<file path="src/sv/pidc_pkg.sv">
// ----------------------------------------------------------------------------
// pidc_pkg
// Shared constants, register indexes and controller command types of the
// clamped PID regulator.
// ----------------------------------------------------------------------------
package pidc_pkg;

  localparam int FRAC_BITS = 16;
  localparam int ACC_WIDTH = 48;
  localparam int DATA_W    = 32;
  localparam int STEP_W    = 31;
  localparam int DIFF_W    = DATA_W + 1;
  localparam int SPLIT     = ACC_WIDTH / 2;
  localparam int MUL_A_W   = DIFF_W + 1;
  localparam int MUL_B_W   = DATA_W + 1;
  localparam int PROD_W    = MUL_A_W + MUL_B_W;
  localparam int PACC_W    = ACC_WIDTH + DATA_W;
  localparam int TERM_W    = PACC_W - FRAC_BITS;
  localparam int SUM_W     = TERM_W + 2;
  localparam int CFG_IDX_W = 3;

  localparam logic [STEP_W-1:0]        TimeStepRst   = 31'd3277;
  localparam logic [STEP_W-1:0]        InvStepRst    = 31'd1310720;
  localparam logic signed [DATA_W-1:0] GainPRst      = 32'sd16384;
  localparam logic signed [DATA_W-1:0] GainIRst      = 32'sd7;
  localparam logic signed [DATA_W-1:0] GainDRst      = 32'sd655;
  localparam logic signed [DATA_W-1:0] LimitHighRst  = 32'sd65536;
  localparam logic signed [DATA_W-1:0] LimitLowRst   = -32'sd65536;

  typedef enum logic [CFG_IDX_W-1:0] {
    CFG_TIME_STEP  = 3'd0,
    CFG_INV_STEP   = 3'd1,
    CFG_GAIN_P     = 3'd2,
    CFG_GAIN_I     = 3'd3,
    CFG_GAIN_D     = 3'd4,
    CFG_LIMIT_HIGH = 3'd5,
    CFG_LIMIT_LOW  = 3'd6
  } cfg_index_e;

  typedef enum logic [2:0] {
    MUL_EDT,
    MUL_DINV,
    MUL_EGP,
    MUL_IHI,
    MUL_ILO,
    MUL_DHI,
    MUL_DLO
  } mul_sel_e;

  typedef enum logic [1:0] {
    ACC_HOLD,
    ACC_LOAD,
    ACC_SHADD
  } acc_op_e;

  typedef enum logic [1:0] {
    SUM_HOLD,
    SUM_LOAD,
    SUM_ADD
  } sum_op_e;

  typedef enum logic [3:0] {
    ST_IDLE,
    ST_MUL_EDT,
    ST_MUL_DINV,
    ST_MUL_EGP,
    ST_MUL_IHI,
    ST_MUL_ILO,
    ST_MUL_DHI,
    ST_MUL_DLO,
    ST_ACC_DLO,
    ST_ADD_D,
    ST_CLAMP
  } state_e;

  typedef struct packed {
    logic     ld_err;
    logic     ld_diff;
    mul_sel_e mul_sel;
    acc_op_e  acc_op;
    logic     int_upd;
    logic     der_ld;
    sum_op_e  sum_op;
    logic     out_ld;
  } pidc_cmd_t;

endpackage

</file>
<file path="src/sv/pidc_ctrl.sv">
// ----------------------------------------------------------------------------
// pidc_ctrl
// Sequencer of the PID regulator: steps the shared multiplier through the
// seven partial products and owns the request handshakes.
// ----------------------------------------------------------------------------
module pidc_ctrl (
  input  logic                 clk_i,
  input  logic                 rst_ni,
  input  logic                 in_valid_i,
  output logic                 in_ready_o,
  output logic                 out_valid_o,
  input  logic                 out_ready_i,
  output pidc_pkg::pidc_cmd_t  cmd_o
);

  pidc_pkg::state_e state_q, state_d;
  logic             out_valid_q, out_valid_d;

  always_ff @(posedge clk_i or negedge rst_ni) begin
    if (!rst_ni) begin
      state_q     <= pidc_pkg::ST_IDLE;
      out_valid_q <= 1'b0;
    end else begin
      state_q     <= state_d;
      out_valid_q <= out_valid_d;
    end
  end

  always_comb begin
    state_d       = state_q;
    cmd_o         = '0;
    cmd_o.mul_sel = pidc_pkg::MUL_EDT;
    cmd_o.acc_op  = pidc_pkg::ACC_HOLD;
    cmd_o.sum_op  = pidc_pkg::SUM_HOLD;
    case (state_q)
      pidc_pkg::ST_IDLE: begin
        if (in_valid_i) begin
          cmd_o.ld_err = 1'b1;
          state_d      = pidc_pkg::ST_MUL_EDT;
        end
      end
      pidc_pkg::ST_MUL_EDT: begin
        cmd_o.mul_sel = pidc_pkg::MUL_EDT;
        cmd_o.ld_diff = 1'b1;
        state_d       = pidc_pkg::ST_MUL_DINV;
      end
      pidc_pkg::ST_MUL_DINV: begin
        cmd_o.mul_sel = pidc_pkg::MUL_DINV;
        cmd_o.acc_op  = pidc_pkg::ACC_LOAD;
        state_d       = pidc_pkg::ST_MUL_EGP;
      end
      pidc_pkg::ST_MUL_EGP: begin
        cmd_o.mul_sel = pidc_pkg::MUL_EGP;
        cmd_o.acc_op  = pidc_pkg::ACC_LOAD;
        cmd_o.int_upd = 1'b1;
        state_d       = pidc_pkg::ST_MUL_IHI;
      end
      pidc_pkg::ST_MUL_IHI: begin
        cmd_o.mul_sel = pidc_pkg::MUL_IHI;
        cmd_o.acc_op  = pidc_pkg::ACC_LOAD;
        cmd_o.der_ld  = 1'b1;
        state_d       = pidc_pkg::ST_MUL_ILO;
      end
      pidc_pkg::ST_MUL_ILO: begin
        cmd_o.mul_sel = pidc_pkg::MUL_ILO;
        cmd_o.acc_op  = pidc_pkg::ACC_LOAD;
        cmd_o.sum_op  = pidc_pkg::SUM_LOAD;
        state_d       = pidc_pkg::ST_MUL_DHI;
      end
      pidc_pkg::ST_MUL_DHI: begin
        cmd_o.mul_sel = pidc_pkg::MUL_DHI;
        cmd_o.acc_op  = pidc_pkg::ACC_SHADD;
        state_d       = pidc_pkg::ST_MUL_DLO;
      end
      pidc_pkg::ST_MUL_DLO: begin
        cmd_o.mul_sel = pidc_pkg::MUL_DLO;
        cmd_o.acc_op  = pidc_pkg::ACC_LOAD;
        cmd_o.sum_op  = pidc_pkg::SUM_ADD;
        state_d       = pidc_pkg::ST_ACC_DLO;
      end
      pidc_pkg::ST_ACC_DLO: begin
        cmd_o.acc_op = pidc_pkg::ACC_SHADD;
        state_d      = pidc_pkg::ST_ADD_D;
      end
      pidc_pkg::ST_ADD_D: begin
        cmd_o.sum_op = pidc_pkg::SUM_ADD;
        state_d      = pidc_pkg::ST_CLAMP;
      end
      pidc_pkg::ST_CLAMP: begin
        if (!out_valid_q || out_ready_i) begin
          cmd_o.out_ld = 1'b1;
          state_d      = pidc_pkg::ST_IDLE;
        end
      end
      default: begin
        state_d = pidc_pkg::ST_IDLE;
      end
    endcase
  end

  always_comb begin
    out_valid_d = out_valid_q && !out_ready_i;
    if (cmd_o.out_ld) begin
      out_valid_d = 1'b1;
    end
  end

  assign in_ready_o  = (state_q == pidc_pkg::ST_IDLE);
  assign out_valid_o = out_valid_q;

endmodule

</file>
<file path="src/sv/pidc_dpath.sv">
// ----------------------------------------------------------------------------
// pidc_dpath
// Datapath of the PID regulator: configuration registers, error and
// integral state, one shared signed multiplier, product accumulator, term
// sum and output clamp.
// ----------------------------------------------------------------------------
module pidc_dpath (
  input  logic                                 clk_i,
  input  logic                                 rst_ni,
  input  pidc_pkg::pidc_cmd_t                  cmd_i,
  input  logic signed [pidc_pkg::DATA_W-1:0]   target_i,
  input  logic signed [pidc_pkg::DATA_W-1:0]   measured_i,
  input  logic                                 cfg_we_i,
  input  logic [pidc_pkg::CFG_IDX_W-1:0]       cfg_index_i,
  input  logic [pidc_pkg::DATA_W-1:0]          cfg_data_i,
  output logic signed [pidc_pkg::DATA_W-1:0]   drive_o
);

  localparam int DW  = pidc_pkg::DATA_W;
  localparam int AW  = pidc_pkg::ACC_WIDTH;
  localparam int SW  = pidc_pkg::STEP_W;
  localparam int FW  = pidc_pkg::DIFF_W;
  localparam int MAW = pidc_pkg::MUL_A_W;
  localparam int MBW = pidc_pkg::MUL_B_W;
  localparam int PW  = pidc_pkg::PROD_W;
  localparam int QW  = pidc_pkg::PACC_W;
  localparam int TW  = pidc_pkg::TERM_W;
  localparam int UW  = pidc_pkg::SUM_W;
  localparam int SP  = pidc_pkg::SPLIT;

  logic [SW-1:0]        dt_q, inv_q;
  logic signed [DW-1:0] gp_q, gi_q, gd_q, lim_hi_q, lim_lo_q;

  logic signed [DW-1:0] e_q, e_d;
  logic signed [DW-1:0] last_q;
  logic signed [FW-1:0] d_q;
  logic signed [AW-1:0] es_q, es_d;
  logic signed [AW-1:0] deriv_q;
  logic signed [PW-1:0] prod_q, prod_d;
  logic signed [QW-1:0] pacc_q, pacc_d;
  logic signed [UW-1:0] sum_q, sum_d;
  logic signed [DW-1:0] drive_q, drive_d;

  logic signed [FW-1:0]  err_raw;
  logic signed [MAW-1:0] mul_a;
  logic signed [MBW-1:0] mul_b;
  logic signed [QW-1:0]  pacc_sh;
  logic signed [TW-1:0]  term;
  logic signed [AW:0]    es_raw;

  always_ff @(posedge clk_i or negedge rst_ni) begin
    if (!rst_ni) begin
      dt_q     <= pidc_pkg::TimeStepRst;
      inv_q    <= pidc_pkg::InvStepRst;
      gp_q     <= pidc_pkg::GainPRst;
      gi_q     <= pidc_pkg::GainIRst;
      gd_q     <= pidc_pkg::GainDRst;
      lim_hi_q <= pidc_pkg::LimitHighRst;
      lim_lo_q <= pidc_pkg::LimitLowRst;
    end else if (cfg_we_i) begin
      case (pidc_pkg::cfg_index_e'(cfg_index_i))
        pidc_pkg::CFG_TIME_STEP:  dt_q     <= cfg_data_i[SW-1:0];
        pidc_pkg::CFG_INV_STEP:   inv_q    <= cfg_data_i[SW-1:0];
        pidc_pkg::CFG_GAIN_P:     gp_q     <= $signed(cfg_data_i);
        pidc_pkg::CFG_GAIN_I:     gi_q     <= $signed(cfg_data_i);
        pidc_pkg::CFG_GAIN_D:     gd_q     <= $signed(cfg_data_i);
        pidc_pkg::CFG_LIMIT_HIGH: lim_hi_q <= $signed(cfg_data_i);
        pidc_pkg::CFG_LIMIT_LOW:  lim_lo_q <= $signed(cfg_data_i);
        default: begin
        end
      endcase
    end
  end

  always_ff @(posedge clk_i or negedge rst_ni) begin
    if (!rst_ni) begin
      es_q   <= '0;
      last_q <= '0;
    end else begin
      es_q <= es_d;
      if (cmd_i.out_ld) begin
        last_q <= e_q;
      end
    end
  end

  always_ff @(posedge clk_i) begin
    e_q    <= e_d;
    prod_q <= prod_d;
    pacc_q <= pacc_d;
    sum_q  <= sum_d;
    drive_q <= drive_d;
    if (cmd_i.ld_diff) begin
      d_q <= FW'(e_q) - FW'(last_q);
    end
    if (cmd_i.der_ld) begin
      deriv_q <= term[AW-1:0];
    end
  end

  // The error saturates to the 32-bit range.
  always_comb begin
    err_raw = FW'(target_i) - FW'(measured_i);
    e_d     = e_q;
    if (cmd_i.ld_err) begin
      if (err_raw[FW-1] != err_raw[FW-2]) begin
        e_d = err_raw[FW-1] ? {1'b1, {(DW-1){1'b0}}} : {1'b0, {(DW-1){1'b1}}};
      end else begin
        e_d = err_raw[DW-1:0];
      end
    end
  end

  always_comb begin
    case (cmd_i.mul_sel)
      pidc_pkg::MUL_EDT: begin
        mul_a = MAW'(e_q);
        mul_b = $signed({{(MBW-SW){1'b0}}, dt_q});
      end
      pidc_pkg::MUL_DINV: begin
        mul_a = MAW'(d_q);
        mul_b = $signed({{(MBW-SW){1'b0}}, inv_q});
      end
      pidc_pkg::MUL_EGP: begin
        mul_a = MAW'(e_q);
        mul_b = MBW'(gp_q);
      end
      pidc_pkg::MUL_IHI: begin
        mul_a = MAW'($signed(es_q[AW-1:SP]));
        mul_b = MBW'(gi_q);
      end
      pidc_pkg::MUL_ILO: begin
        mul_a = $signed({{(MAW-SP){1'b0}}, es_q[SP-1:0]});
        mul_b = MBW'(gi_q);
      end
      pidc_pkg::MUL_DHI: begin
        mul_a = MAW'($signed(deriv_q[AW-1:SP]));
        mul_b = MBW'(gd_q);
      end
      pidc_pkg::MUL_DLO: begin
        mul_a = $signed({{(MAW-SP){1'b0}}, deriv_q[SP-1:0]});
        mul_b = MBW'(gd_q);
      end
      default: begin
        mul_a = '0;
        mul_b = '0;
      end
    endcase
    prod_d = PW'(mul_a) * PW'(mul_b);
  end

  always_comb begin
    case (cmd_i.acc_op)
      pidc_pkg::ACC_LOAD:  pacc_d = QW'(prod_q);
      pidc_pkg::ACC_SHADD: pacc_d = (pacc_q <<< SP) + QW'(prod_q);
      default:             pacc_d = pacc_q;
    endcase
  end

  // Arithmetic shift of the exact product rounds toward minus infinity.
  assign pacc_sh = pacc_q >>> pidc_pkg::FRAC_BITS;
  assign term    = pacc_sh[TW-1:0];

  always_comb begin
    es_raw = (AW + 1)'(es_q) + (AW + 1)'($signed(term[AW-1:0]));
    es_d   = es_q;
    if (cmd_i.int_upd) begin
      if (es_raw[AW] != es_raw[AW-1]) begin
        es_d = es_raw[AW] ? {1'b1, {(AW-1){1'b0}}} : {1'b0, {(AW-1){1'b1}}};
      end else begin
        es_d = es_raw[AW-1:0];
      end
    end
  end

  always_comb begin
    case (cmd_i.sum_op)
      pidc_pkg::SUM_LOAD: sum_d = UW'(term);
      pidc_pkg::SUM_ADD:  sum_d = sum_q + UW'(term);
      default:            sum_d = sum_q;
    endcase
  end

  always_comb begin
    drive_d = drive_q;
    if (cmd_i.out_ld) begin
      if (sum_q > UW'(lim_hi_q)) begin
        drive_d = lim_hi_q;
      end else if (sum_q < UW'(lim_lo_q)) begin
        drive_d = lim_lo_q;
      end else begin
        drive_d = sum_q[DW-1:0];
      end
    end
  end

  assign drive_o = drive_q;

endmodule

</file>
<file path="src/sv/pid_controller_clamped.sv">
// ----------------------------------------------------------------------------
// pid_controller_clamped
// Discrete PID regulator in signed Q16.16 with saturating integral and a
// clamped drive output.
//
//   channel  direction  handshake                payload
//   input    in         in_valid_i / in_ready_o   target_i, measured_i
//   output   out        out_valid_o / out_ready_i drive_o
//   config   in         cfg_we_i (no wait)        cfg_index_i, cfg_data_i
//
// One request runs from acceptance to a valid drive through the single shared
// 34x33 multiplier, which forms seven partial products in turn.
// A new request is taken the cycle after the result is loaded; the result
// register lets the next request start while the drive still waits.
// The last step stalls only when a previous drive has not been taken.
// Reset restores the register defaults and clears the integral and the
// previous error.
// ----------------------------------------------------------------------------
module pid_controller_clamped (
  input  logic                                 clk_i,
  input  logic                                 rst_ni,
  input  logic                                 in_valid_i,
  output logic                                 in_ready_o,
  input  logic signed [pidc_pkg::DATA_W-1:0]   target_i,
  input  logic signed [pidc_pkg::DATA_W-1:0]   measured_i,
  output logic                                 out_valid_o,
  input  logic                                 out_ready_i,
  output logic signed [pidc_pkg::DATA_W-1:0]   drive_o,
  input  logic                                 cfg_we_i,
  input  logic [pidc_pkg::CFG_IDX_W-1:0]       cfg_index_i,
  input  logic [pidc_pkg::DATA_W-1:0]          cfg_data_i
);

  pidc_pkg::pidc_cmd_t cmd;

  pidc_ctrl u_ctrl (
    .clk_i       (clk_i),
    .rst_ni      (rst_ni),
    .in_valid_i  (in_valid_i),
    .in_ready_o  (in_ready_o),
    .out_valid_o (out_valid_o),
    .out_ready_i (out_ready_i),
    .cmd_o       (cmd)
  );

  pidc_dpath u_dpath (
    .clk_i       (clk_i),
    .rst_ni      (rst_ni),
    .cmd_i       (cmd),
    .target_i    (target_i),
    .measured_i  (measured_i),
    .cfg_we_i    (cfg_we_i),
    .cfg_index_i (cfg_index_i),
    .cfg_data_i  (cfg_data_i),
    .drive_o     (drive_o)
  );

endmodule

</file>
<file path="config.mk">
export PLATFORM = sky130hd
export DESIGN_NAME = pid_controller_clamped
export DESIGN_NICKNAME = d
export VERILOG_FILES = /design/src/sv/pidc_pkg.sv /design/src/sv/pidc_ctrl.sv /design/src/sv/pidc_dpath.sv /design/src/sv/pid_controller_clamped.sv
export SDC_FILE = /design/constraint.sdc
export NUM_CORES = 2
export LEC_CHECK = 0
export ABC_AREA = 1
export BUFFER_PORTS_ARGS = -buffer_cell sky130_fd_sc_hd__buf_2
export CORE_ASPECT_RATIO = 1.25
export CORE_UTILIZATION = 45
export CTS_CLUSTER_DIAMETER = 50
export DETAILED_ROUTE_END_ITERATION = 7
export HOLD_SLACK_MARGIN = 0.02
export PLACE_DENSITY_LB_ADDON = 0.15
export SYNTH_ARGS = -nofsm -noshare
export SYNTH_HDL_FRONTEND = slang
export SYNTH_SLANG_ARGS = --single-unit
export TNS_END_PERCENT = 5
</file>
<file path="constraint.sdc">
create_clock -name clk_i -period 8.6 [get_ports clk_i]
set_input_delay 1.29 -clock clk_i [delete_from_list [all_inputs] [get_ports clk_i]]
set_output_delay 1.29 -clock clk_i [all_outputs]
set_load 0.02 [all_outputs]
</file>
==> flow_summary.toml <==
[placement]
detailed_place_hpwl_mm = 304
gp_congestion = 1.02
post-place-ws_ns = -0.669
portBuffers = 137

[hold_path]
min_from = "u_dpath.prod_q[18]"
hp-class = "register to register"
hold_depth = 0
hold_end = "u_dpath.pacc_q[18]"

[worst_setup_path]
r2r-start = "u_ctrl.state_q[3]"
cpMaxStageDelayCell = "fa_2"
reg2reg_depth = 39
cp_num_buf_inv = 18
timing.rr.end = "u_dpath.prod_q[44]"
cp_slowest_stage_delay_ns = 0.66
rrSetupSlack_ns = -0.04
cp-end-kind = "register"
path_max_fanout = 8
path_class = "register to register"
crit_arrival_ns = 9.27
critPathTopFamily = "adder cells"
path_common_cell = "buf_4"
startpoint_type = "register"
required_ns = 9.23

[clocking]
cts_made_buffers = 88
htreeDepth = 3
clk_latency_ns = 0.74
clock_sinks = 665
cts_max_path_buffers = 3
cts_tree = "done"
clkTransAtPathRegs_ns = 0.06
root_buffer = "clkbuf_16"
ctsHoldBuffers = 0

[sta]
maxSlewViolCount = 0
setup_ws_ns = -0.0371
rsz0062_at_grt = "yes"
whs_ns = 0.396
fmax_ghz = 0.116
hold_viol = 0
setup_viol = 5
maxSlewHeadroom_pct = 17.2
min_period_ns = 8.64
clock_skew_ns = 0.0585
timing.final.crit_share_pct = 100
final.setup.tns_ns = -0.0546
worst_slew_pin_slew_ns = 1.24

[detailed_routing]
drt_iter0_drc = 6140
routedWlPerCell_um = 24.9
dr.pass1.iters = 8
viasPerCell = 5.40
num_vias = 77600
antenna_left = 0
wirelength_mm = 358
drc_errors = 0

[logic_synthesis]
synth_compound_gate_area_share_pct = 8.70
ys_warn_count = 0
synth.area.mux_share_pct = 0
yosys.area_share.simple_pct = 21.3
synth_seq_cells = 665
synth_top_family_by_area = "adder cells"
synth_fa_ha_area_share_pct = 35.6
syn-instance-count = 11000
syn_area_sq_um = 85700
ys_seq_area_share_pct = 20.8
avgSynthCellArea_sq_um = 7.80
synth_ff_type = "edfxtp_1"
synth_edf_count = 291
synth_xor_area_share_pct = 1.96
async_flop_share_pct = 46.2
syn_nets = 12800
synth.distinct_cells = 59

[final_layout]
area_growth_pct = 17.0
layout_common_cells = "2324 x nand2_1, 2189 x inv_1, 1365 x nor2_1, 1131 x fa_1, 735 x buf_4"
layout_commonest_cell = "nand2_1"
fillers = 18400
fin_nets = 13600
drive_gt1_share_pct = 13.2
utilization_pct = 53.2

[global_routing]
grt_use_total_pct = 37.4
grt_first_pass_wirelength_mm = 523
antenna_found_initial = 11
grt_overflow = 0
grt_pass1_vias = 80600
grt_start_max_net_pins = 82

[floorplanning]
start_util_pct = 45.4
io_pins = 138
die_h_um = 490
fp.dieArea_sq_um = 192000
chipWidth_um = 392
rows = 178
coreArea_sq_um = 189000

[flow_run]
cap_viol_max_count = 0

[run_status]
outcome = "complete, but fails checks"
violations = "negative setup slack"
## cell usage after synthesis (all sizes together) (66+ instances only)
master	number	area [sq um]
fa	1159	23200
dfrtp	271	6780
nand2	2353	8850
xnor2	66	578
inv	2253	8460
o21ai	598	2990
nand4	120	751
buf	192	1090
ha	583	7290
nor2	1422	5390
dfxtp	67	1340
nor3	107	688
xor2	126	1100
nand3	370	1860
a21oi	498	2510
edfxtp	291	8740
clkbuf	127	477
## metal layers
layer	track usage, %	up-vias	wire length [um]
met1	44.3	38500	135000
met4	27.4	10	32100
met5	0	-	62
met2	61.9	2778	170000
li1	-	35500	-
met3	5.02	831	21200
## per-stage QoR
| stage | cells | instance area (sq um) |
|---|---|---|
| after global placement | 14200 | 95500 |
| after floorplan | 11000 | 85700 |
| after CTS | 14400 | 99500 |
| final | 14400 | 100000 |
| after detailed placement | 14200 | 95500 |
| after global routing | 14400 | 100000 |
## final cells by class
cell class	instances	area [sq um]	share of cell area [%]
Inverter	2259	8520	8.49
Multi-Input combinational cell	7752	59100	58.9
Clock inverter	61	752	0.750
Tap cell	2520	3150	3.14
Antenna cell	7	17.5	0.0175
Clock buffer	104	2360	2.36
Timing Repair Buffer	1006	8590	8.56
Sequential cell	665	17800	17.8
## flip-flops by register name (all words and copies together), names as in the netlist, 32 cells and up
name              cells
u_dpath.sum_q        66
u_dpath.pacc_q       80
u_dpath.gp_q         32
u_dpath.deriv_q      48
u_dpath.gd_q         32
u_dpath.lim_lo_q     32
u_dpath.drive_o      32
u_dpath.es_q         48
u_dpath.prod_q       67
u_dpath.e_q          32
u_dpath.last_q       32
u_dpath.d_q          33
u_dpath.gi_q         32
u_dpath.lim_hi_q     32
## what timing repair did
| action | in CTS | in global routing |
|---|---|---|
| setup buffers | 22 | 14 |
| endpoints found under the setup margin | 46 | 47 |
| gates resized for setup | 143 | 190 |
| pin swaps | 46 | 75 |
| gates cloned | 0 | 1 |
## logic make-up after synthesis
family | count (synthesis)
buffers and inverters | 2578
adder cells (fa/ha/maj) | 1742
AO/OA/AOI/OAI | 1360
AND/OR/NAND/NOR | 4458
XOR/XNOR | 192
flip-flops | 665
## how the worst max path moves through the flow
stage / startpoint / to / cells past startpoint
after floorplan: u_ctrl.state_q[1] / u_dpath.prod_q[65] / 33
after global placement: u_ctrl.state_q[1] / u_dpath.prod_q[60] / 33
after detailed placement: u_ctrl.state_q[1] / u_dpath.prod_q[60] / 33
after CTS: u_ctrl.state_q[3] / u_dpath.prod_q[22] / 39
after global routing: u_ctrl.state_q[1] / u_dpath.prod_q[52] / 38
final: u_ctrl.state_q[3] / u_dpath.prod_q[44] / 39
Power is left out: the tool's default activity adds up to more than one toggle a clock period on the data nets, which glitch-free logic cannot reach.
